==> config.mk <==
export PLATFORM = sky130hd
export DESIGN_NAME = ordered_list_extract_min
export DESIGN_NICKNAME = d
export VERILOG_FILES = /design/src/rtl/core/olem_pkg.sv /design/src/rtl/core/olem_ctrl.sv /design/src/rtl/core/olem_dpath.sv /design/src/rtl/core/ordered_list_extract_min.sv
export SDC_FILE = /design/constraint.sdc
export NUM_CORES = 1
export LEC_CHECK = 0
export BUFFER_PORTS_ARGS = -buffer_cell sky130_fd_sc_hd__buf_2
export CORE_MARGIN = 5
export CORE_UTILIZATION = 61
export CTS_CLUSTER_DIAMETER = 100
export DETAILED_ROUTE_END_ITERATION = 10
export PLACE_DENSITY = 0.82
export SYNTH_ARGS = -nofsm -noshare
export SYNTH_HDL_FRONTEND = slang
export SYNTH_SLANG_ARGS = --single-unit
export TNS_END_PERCENT = 5
==> constraint.sdc <==
create_clock -name clk -period 3.99 [get_ports clk]
set_clock_uncertainty 0.2 [all_clocks]
set_input_delay 0.5985 -clock clk [delete_from_list [all_inputs] [get_ports clk]]
set_output_delay 0.5985 -clock clk [all_outputs]
set_load 0.1 [all_outputs]
==> src/rtl/core/olem_pkg.sv <==
// Package for the ordered list extract-min block.
// Holds operation and status codes and the controller/datapath command
// and status structs. Depends on nothing.
package olem_pkg;

  localparam logic FUNC_INSERT  = 1'b0;
  localparam logic FUNC_EXTRACT = 1'b1;

  localparam logic [1:0] ST_OK    = 2'd0;
  localparam logic [1:0] ST_EMPTY = 2'd1;
  localparam logic [1:0] ST_FULL  = 2'd2;

  typedef struct packed {
    logic load;
    logic scan_init;
    logic scan;
    logic shift_init;
    logic shift;
    logic finish;
  } cmd_t;

  typedef struct packed {
    logic empty;
    logic idx_end;
    logic rd_vld;
    logic out_busy;
  } stat_t;

endpackage

==> src/rtl/core/olem_ctrl.sv <==
// Controller state machine for the ordered list extract-min block.
// Sequences accept, minimum scan, gap shift and result hand-off.
// Depends on olem_pkg.
module olem_ctrl (
  input  logic           clk,
  input  logic           rst,
  input  logic           s_tvalid,
  output logic           s_tready,
  input  logic           s_func,
  input  olem_pkg::stat_t st,
  output olem_pkg::cmd_t  cmd
);

  localparam logic [1:0] S_IDLE  = 2'd0;
  localparam logic [1:0] S_SCAN  = 2'd1;
  localparam logic [1:0] S_SHIFT = 2'd2;
  localparam logic [1:0] S_DONE  = 2'd3;

  logic [1:0] state;
  logic [1:0] state_next;

  assign s_tready = (state == S_IDLE);

  always_comb begin
    state_next = state;
    cmd = '0;
    case (state)
      S_IDLE: begin
        if (s_tvalid) begin
          cmd.load = 1'b1;
          if (s_func == olem_pkg::FUNC_EXTRACT && !st.empty) begin
            cmd.scan_init = 1'b1;
            state_next = S_SCAN;
          end else begin
            state_next = S_DONE;
          end
        end
      end
      S_SCAN: begin
        if (st.idx_end && !st.rd_vld) begin
          cmd.shift_init = 1'b1;
          state_next = S_SHIFT;
        end else begin
          cmd.scan = 1'b1;
        end
      end
      S_SHIFT: begin
        if (st.idx_end && !st.rd_vld) begin
          state_next = S_DONE;
        end else begin
          cmd.shift = 1'b1;
        end
      end
      S_DONE: begin
        if (!st.out_busy) begin
          cmd.finish = 1'b1;
          state_next = S_IDLE;
        end
      end
      default: begin
        state_next = S_IDLE;
      end
    endcase
  end

  always_ff @(posedge clk) begin
    if (rst) begin
      state <= S_IDLE;
    end else begin
      state <= state_next;
    end
  end

endmodule

==> src/rtl/core/olem_dpath.sv <==
// Datapath for the ordered list extract-min block: entry memory, count,
// scan index, running minimum and output register.
// Depends on olem_pkg.
module olem_dpath #(
  parameter int DEPTH = 16
) (
  input  logic                clk,
  input  logic                rst,
  input  olem_pkg::cmd_t      cmd,
  output olem_pkg::stat_t     st,
  input  logic                s_func,
  input  logic signed [31:0]  s_value,
  output logic                m_tvalid,
  input  logic                m_tready,
  output logic [1:0]          m_status,
  output logic signed [31:0]  m_min_value,
  output logic [4:0]          m_count_after
);

  localparam int CW = $clog2(DEPTH + 1);
  localparam int AW = (DEPTH > 1) ? $clog2(DEPTH) : 1;
  localparam logic [CW-1:0] DEPTH_C = CW'(DEPTH);

  logic signed [31:0] mem [0:DEPTH-1];

  logic [CW-1:0]      count;
  logic [CW-1:0]      idx;
  logic [CW-1:0]      rd_idx;
  logic               rd_vld;
  logic signed [31:0] rd_data;
  logic [CW-1:0]      best_idx;
  logic signed [31:0] best_val;
  logic               func_r;
  logic signed [31:0] value_r;

  logic               wr_en;
  logic [AW-1:0]      wr_addr;
  logic signed [31:0] wr_data;
  logic [CW-1:0]      shift_dst;
  logic               full;
  logic               issue;

  assign full      = (count >= DEPTH_C);
  assign shift_dst = rd_idx - 1'b1;
  assign issue     = (cmd.scan || cmd.shift) && (idx < count);

  assign st.empty    = (count == '0);
  assign st.idx_end  = (idx >= count);
  assign st.rd_vld   = rd_vld;
  assign st.out_busy = m_tvalid && !m_tready;

  always_comb begin
    wr_en   = 1'b0;
    wr_addr = count[AW-1:0];
    wr_data = value_r;
    if (cmd.finish && func_r == olem_pkg::FUNC_INSERT && !full) begin
      wr_en = 1'b1;
    end else if (cmd.shift && rd_vld) begin
      wr_en   = 1'b1;
      wr_addr = shift_dst[AW-1:0];
      wr_data = rd_data;
    end
  end

  always_ff @(posedge clk) begin
    if (wr_en) begin
      mem[wr_addr] <= wr_data;
    end
    if (issue) begin
      rd_data <= mem[idx[AW-1:0]];
      rd_idx  <= idx;
    end
    if (cmd.load) begin
      func_r  <= s_func;
      value_r <= s_value;
    end
    if (cmd.scan && rd_vld) begin
      if (rd_idx == '0 || rd_data < best_val) begin
        best_val <= rd_data;
        best_idx <= rd_idx;
      end
    end
  end

  always_ff @(posedge clk) begin
    if (rst) begin
      idx    <= '0;
      rd_vld <= 1'b0;
    end else begin
      rd_vld <= issue;
      if (cmd.scan_init) begin
        idx <= '0;
      end else if (cmd.shift_init) begin
        idx <= best_idx + 1'b1;
      end else if (issue) begin
        idx <= idx + 1'b1;
      end
    end
  end

  always_ff @(posedge clk) begin
    if (rst) begin
      count    <= '0;
      m_tvalid <= 1'b0;
    end else begin
      if (m_tvalid && m_tready) begin
        m_tvalid <= 1'b0;
      end
      if (cmd.finish) begin
        m_tvalid <= 1'b1;
        if (func_r == olem_pkg::FUNC_INSERT) begin
          m_min_value <= '0;
          if (full) begin
            m_status      <= olem_pkg::ST_FULL;
            m_count_after <= 5'(count);
          end else begin
            m_status      <= olem_pkg::ST_OK;
            count         <= count + 1'b1;
            m_count_after <= 5'(count + 1'b1);
          end
        end else begin
          if (count == '0) begin
            m_status      <= olem_pkg::ST_EMPTY;
            m_min_value   <= '0;
            m_count_after <= 5'(count);
          end else begin
            m_status      <= olem_pkg::ST_OK;
            m_min_value   <= best_val;
            count         <= count - 1'b1;
            m_count_after <= 5'(count - 1'b1);
          end
        end
      end
    end
  end

  a_count_bound: assert property (@(posedge clk) disable iff (rst)
    count <= DEPTH_C)
    else $error("entry count above depth");

  a_read_in_range: assert property (@(posedge clk) disable iff (rst)
    rd_vld |-> rd_idx < count)
    else $error("read of an entry beyond the count");

  a_extract_dec: assert property (@(posedge clk) disable iff (rst)
    cmd.finish && func_r == olem_pkg::FUNC_EXTRACT && count != '0
    |=> count == $past(count) - 1'b1)
    else $error("extract did not remove one entry");

endmodule

==> src/rtl/core/ordered_list_extract_min.sv <==
// Top level of the ordered list extract-min block.
// Instantiates olem_ctrl and olem_dpath; depends on olem_pkg.
//
// The input channel carries one request per item: s_tuser selects the
// operation (insert at the tail or extract the smallest entry) and s_tdata
// carries the signed value to insert. Each request yields exactly one item
// on the output channel: m_tuser holds the status (ok, empty, full), and
// m_tdata holds the extracted value and the entry count after the request.
// Requests are handled one at a time. An insert, or an extract of an empty
// list, goes from the accept straight to the done state. An extract scans every
// entry for the minimum and then shifts the entries above it down to close
// the gap, through the single memory read port that is used once per entry
// for the scan and once per moved entry for the shift. The next item is
// accepted from the cycle after the result is written.
// A finished result sits in an output register, so a stalled receiver only
// blocks the block once the next result is ready to be written.
// Reset empties the list and drops any pending result; stored values are
// not cleared since entries above the count are never read.
module ordered_list_extract_min #(
  parameter int DEPTH = 16
) (
  input  logic        clk,
  input  logic        rst,
  input  logic        s_tvalid,
  output logic        s_tready,
  input  logic [31:0] s_tdata,  // [31:0] value
  input  logic [0:0]  s_tuser,  // [0] func
  output logic        m_tvalid,
  input  logic        m_tready,
  output logic [39:0] m_tdata,  // [31:0] min_value, [36:32] count_after, [39:37] zero
  output logic [1:0]  m_tuser   // [1:0] status
);

  olem_pkg::cmd_t  cmd;
  olem_pkg::stat_t st;

  logic signed [31:0] min_value;
  logic [4:0]         count_after;

  olem_ctrl u_ctrl (
    .clk      (clk),
    .rst      (rst),
    .s_tvalid (s_tvalid),
    .s_tready (s_tready),
    .s_func   (s_tuser[0]),
    .st       (st),
    .cmd      (cmd)
  );

  olem_dpath #(
    .DEPTH (DEPTH)
  ) u_dpath (
    .clk           (clk),
    .rst           (rst),
    .cmd           (cmd),
    .st            (st),
    .s_func        (s_tuser[0]),
    .s_value       (s_tdata),
    .m_tvalid      (m_tvalid),
    .m_tready      (m_tready),
    .m_status      (m_tuser),
    .m_min_value   (min_value),
    .m_count_after (count_after)
  );

  assign m_tdata = {3'b000, count_after, min_value};

endmodule

; ---- Word level (Yosys, flattened, before mapping)
; Memories as Yosys holds them, arrays and structs flattened. A register that Yosys moved wholly into a read port is not among the register bits.
; Index checks and enable logic that the tools add are counted.
[totals]
reg_bits = 128
latch_bits = 0
ramBits = 512
rom_bits = 0
in_bits = 37
word_cells = 90
n_memories = 1
[memory_table]
columns = name, words, width, read_ports, rd_ports_with_merged_regs, wr, line
row1 = u_dpath.mem, 16, 32, 1, 1, 1, olem_dpath.sv:24  ; logic signed [31:0] mem [0:DEPTH-1];
[classes]
n_addsub = 5
mul = 0
div_mod_pow = 0
order_cmp = 4
n_eq_ne = 7
n_shift = 0
mux = 33
n_bitwise = 2
n_reduce_logical = 25
[op_table]
columns = cell, n
row1 = 32-bit two-way mux, 2
row2 = 32-bit less-than comparator, 1
row3 = 5-bit two-way mux, 5
row4 = 2-bit two-way mux, 10
row5 = 5-bit by 1-bit adder with 5-bit output (second input constant), 3
row6 = 1-bit two-way mux, 13
row7 = 5-bit logical NOT, 2
row8 = 1-bit logical AND, 9
row9 = 4-bit two-way mux, 2
row10 = 2-bit one-hot mux with 4 select lines, 1
row11 = 5-bit greater-or-equal comparator, 1
row12 = 5-bit greater-or-equal comparator (second input constant), 1
row13 = 5-bit less-than comparator, 1
row14 = 5-bit by 1-bit subtractor with 5-bit output (second input constant), 1
row15 = 2-bit == test (second input constant), 2
row16 = 1-bit logical NOT, 4
row17 = 2-bit by 1-bit != test with 1-bit output (second input constant), 2
row18 = 2-bit != test (second input constant), 2
row19 = 2-bit AND reduction, 2
row20 = 4-bit AND reduction, 1
row21 = 2-bit nonzero test, 2
row22 = 2-bit OR reduction, 2
row23 = 4-bit by 1-bit subtractor with 4-bit output (second input constant), 1
row24 = 2-bit by 1-bit == test with 1-bit output (second input constant), 1
row25 = other kinds (3), 5

; ---- Logic depth before layout (Yosys ltp)
[logic_depth]
word_depth = 9
depth_mapped = 16
depth_no_buf = 13

; ---- Modules after synthesis
; A second synthesis with hierarchy kept.
[hier_totals]
cells_unflattened = 1239
area_unflattened_um2 = 26382.8
[by_module_without_submodules]
columns = module, n_inst, cells_each, area_per_inst_um2, seq_area_each_um2
row1 = olem_dpath, 1, 1208, 26133.8, 19999.2
row2 = olem_ctrl, 1, 27, 222.7, 40.0
row3 = ordered_list_extract_min, 1, 4, 26.3, 0.0

; ---- Worst setup path after synthesis
; Ideal clock, no wire load.
[synth_timing]
path_kind = register to register
from = register u_dpath.m_tvalid
to = memory u_dpath.mem[4][0] (enable)
setup_ns = 0.421
arrival_ns = 3.286
slack_ns = 0.083
stages_incl_launch_ff = 6
n_path_buf = 0
path_cell_list = dfxtp_1 > nand2b_1 > a31oi_1 > and2_1 > a32oi_1 > nor2_1
[synth_between]
elab_chain_cells = 8
word_cells_on_any_way = 9
[synth_rtl]
columns = element, line
row1 = "start, declared", olem_dpath.sv:13  ; output logic m_tvalid,
row2 = "start signal, assigned", olem_dpath.sv:104  ; m_tvalid <= 1'b0;
row3 = "start signal, assigned", olem_dpath.sv:107  ; m_tvalid <= 1'b0;
row4 = "start signal, assigned", olem_dpath.sv:110  ; m_tvalid <= 1'b1;
row5 = 1-bit logical AND (*), olem_dpath.sv:50  ; assign st.out_busy = m_tvalid && !m_tready;
row6 = 1-bit two-way mux (*), olem_ctrl.sv:55  ; if (!st.out_busy) begin
row7 = 1-bit two-way mux (*), olem_ctrl.sv:27  ; case (state)
row8 = 1-bit logical AND (*) (2 in a row), olem_dpath.sv:56  ; if (cmd.finish && func_r == olem_pkg::FUNC_INSERT && !full) begin
row9 = 1-bit two-way mux, olem_dpath.sv:56
row10 = 1-bit two-way mux, olem_dpath.sv:66  ; if (wr_en) begin
row11 = 1-bit two-way mux (implied by the code), olem_dpath.sv:67  ; mem[wr_addr] <= wr_data;
row12 = "end, declared", olem_dpath.sv:24
; Mark *: on every way between the ends. The rest lies on a longest branch, timed or not.

; ---- Worst setup path in the final report
[layout_timing]
from = register u_dpath.rd_data[31] (read register of u_dpath.mem)
to = register u_dpath.best_val[22] (enable)
[layout_between]
elab_chain_cells = 3
[layout_rtl]
columns = element, line
row1 = "start, declared", olem_dpath.sv:30  ; logic signed [31:0] rd_data;
row2 = 32-bit less-than comparator, olem_dpath.sv:78  ; if (rd_idx == '0 || rd_data < best_val) begin
row3 = 1-bit logical OR, olem_dpath.sv:78
row4 = 2-bit AND reduction (no line), -
row5 = "end signal, assigned", olem_dpath.sv:79  ; best_val <= rd_data;
row6 = "end, declared", olem_dpath.sv:32  ; logic signed [31:0] best_val;
; Every way passes these cells.
; A chain may end at the register's enable or synchronous reset.

==> summary.txt <==
Status = finished clean
Number of global-route vias before repair = 13990
Routed WL = 60680 um
Die Height = 218.0 um
Gr usage total = 26.27%
Footprint of the multi-input gates = 6043 um^2
Die Area = 47520 um^2
H-tree depth = 3
Synth warn = 0
Achievable clock frequency = 278.2 MHz
Critical path peak fanout = 37
Worst Hold Launch = s_tuser
Post-Synthesis Cells = 1246
Rows = 76
R2r setup slk = 400 ps
Core region area = 42980 um^2
Number of synthesized flops with an enable pin = 658
Power per Cell Area = 629.2 nW/um^2
WL/cell = 29.60 um
ANT cells = 0
Worst path required time = 3990 ps
Sequential power share = 46.0%
Final Cycle Share = 90.08%
PortBufs = 77
P&R area growth vs syn = 14.52%
Hold Path End = u_dpath.func_r
DR pass1 iterations = 5
Routed Antenna Nets = 0
Synth area leader = edfxtp_1
Clock Tree Buf Depth = 3
Yosys top cell area share = 74.87%
Final setup fails = 0
Grt ovf = 0
Max_slew headroom = 26.62%
Tmin final = 3594 ps
Crit-path cells = ha_1 -> nand4_1 -> nor4_1 -> nand3_1 -> a21oi_1 -> o31a_1 -> o311a_4
Sequential area share after synthesis = 75.93%
Main flop type after synthesis = edfxtp_1
Die width = 218.0 um
CTS tree = built
Int Pwr = 13.82 mW
Reg clk slew, reported paths = 60 ps
First-pass GRT wire length = 90530 um
Number of buffers created by CTS = 68
Largest cells by area after synthesis = edfxtp_1 (75%), mux4_2 (14%), ha_1 (2.1%)
Setup bufs post-CTS = 0
Critical path data arrival time = 3590 ps
Fin. Hold Viols = 0
Fillers = 2514
Largest net degree at the start of global routing = 133
WS Path Type = flip-flop to flip-flop
RSZ-0062 raised after global routing = false
Initial antenna violation count = 0
CTS Sinks = 672
Reg area = 20050 um^2
Distinct cells, synth = 53
CP endpoint kind = flip-flop
Yosys reg bits = 672
Worst vdd ir = 0.0004662 V
# IOs = 81
R2R cell count = 7
Max_cap viols = 0
Final Max Slew Viols = 0
Worst Tran Pin Value = 1101 ps
DR vias = 13200
FFs w/ async S/R, synth = 0%
CP peak stage delay = 610 ps
Via density = 6.440
Initial DRC count = 1681
Nets = 1496
DPL Wire Length = 32350 um
Leakage power = 9.699 nW
Comb power frac = 21.5%
Critical-path top delay cell = o311a_4
Setup TNS = 0 ps
DR DRC count = 0
Initial Util = 61.40%
Worst min path class = primary input to flip-flop
Layout cells sized above 1 = 27.99%
CP startpoint kind = flip-flop
CTS root buffer = clkbuf_16
RD Place Congestion = 0.8010
Crit Reg-Reg Endpoint = u_dpath.best_val[22]
Clk_lat worst skew = 590 ps
Switching pwr = 5.197 mW
Switching Share = 27.33%
Cell Area, Synth = 26390 um^2
Synth Area per Inst = 21.18 um^2
Final Util = 70.31%
Hold Path Stages = 1
Clock Power Share = 32.5%
Worst r2r src = u_dpath.rd_data[31]
state kept, by name, summed over array words and instances, names as in the netlist, 5 cells and up:
register,count
u_dpath.best_idx,5
u_dpath.count,5
u_dpath.best_val,32
u_dpath.rd_data,32
u_dpath.m_count_after,5
u_dpath.value_r,32
u_dpath.m_min_value,32
u_dpath.idx,5
u_dpath.mem,512
u_dpath.rd_idx,5
timing repair:
| action | CTS | global route |
|---|---|---|
| hold buffers | 31 | 0 |
| gates resized for setup | 0 | 1 |
| endpoints found under the setup margin | 0 | 37 |
| hold endpoints to repair | 31 | 0 |
through the flow:
stage	setup slack, ps	hold slack [ps]	cells	power (mW)	area (um^2)
after floorplan	82.58	206.4	1248	11.88	26400
after global placement	544.8	243.9	1898	12.73	27750
after detailed placement	192.8	243.4	1898	12.87	27750
after CTS	48.78	0.03014	2050	19.10	30210
after global routing	248.5	7.602	2050	19.76	30220
final	395.8	18.54	2050	19.01	30220
critical path: cells and delay by family, from the launching register on:
kind / cells / cell delay (ps)
AOI/OAI and AO/OA: 3 / 1170
adders and majority gates: 1 / 360
and+or+nand+nor: 3 / 1040
DFF: 1 / 410
power groups by stage:
stage          registers [mW]  logic (mW)  clock network (mW)
2_1_floorplan            8.97        2.91                   0
3_3_place_gp             8.86        3.87                   0
3_5_place_dp             8.88        3.98                   0
4_1_cts                  8.75        4.10                6.25
5_1_grt                  8.78        4.37                6.61
6_report                 8.76        4.08                6.18
worst max-delay path by stage:
stage                             start  cells after the start  slack (ps)              endpoint
floorplan              u_dpath.m_tvalid                      5          80     u_dpath.mem[4][0]
global placement    u_dpath.rd_data[31]                      7         540   u_dpath.best_val[0]
detailed placement  u_dpath.rd_data[31]                      7         190   u_dpath.best_val[2]
CTS                 u_dpath.rd_data[31]                      7          50  u_dpath.best_val[22]
global route        u_dpath.rd_data[31]                      7         250  u_dpath.best_val[22]
finish              u_dpath.rd_data[31]                      7         400  u_dpath.best_val[22]
cells by family (layout without fill, tap and decap cells):
logic type      after synthesis  count (layout)  share of synthesized area [%]
flops                       672             672                          75.93
mux                         193             193                          15.06
simple gates                148             148                          2.887
buf+inv                     100             317                          1.792
compound gates               77              77                          1.849
fa+ha+maj                    45              45                          2.134
xor+xnor                     10              10                         0.3319
other cells                   1               3                        0.01421
synthesized netlist by cell type (8+ instances only):
master / count
nor3_1: 9
edfxtp_1: 658
clkbuf_1: 24
and2_1: 37
mux2_2: 11
dfxtp_1: 14
buf_6: 10
buf_2: 8
nand3_1: 11
mux4_2: 160
mux2_1: 21
inv_1: 46
o21ai_0: 10
nor2_1: 40
nand2_1: 23
a21oi_1: 28
ha_1: 45
cell type report:
class                      count  share of cell area, %
sequential                   672                  66.34
inverter                      47                 0.5838
clock buffer                  80                  5.991
timing repair buffer         149                  3.527
tap                          585                  2.422
clock inverter                41                  1.139
multi-input combinational    476                  20.00
cell usage in the layout, fill, tap and decap left out, types with 21 or more instances in the layout:
| master | instances |
|---|---|
| buf_2 | 77 |
| nand2_1 | 23 |
| edfxtp_1 | 658 |
| ha_1 | 45 |
| clkbuf_16 | 71 |
| a21oi_1 | 28 |
| and2_1 | 36 |
| mux4_2 | 160 |
| dlygate4sd3_1 | 31 |
| inv_1 | 45 |
| buf_4 | 36 |
| mux2_1 | 21 |
| nor2_1 | 23 |
routing by layer:
layer  share of wire, %  GRT usage [%]  vias up
li1                   -              -     5440
met1                 36          34.55     6849
met2                 52          44.19      788
met3                8.5          5.067      125
met4                3.7          10.34        0
met5                  0              0        -
Note: power is estimated with default switching activity, not from simulation.
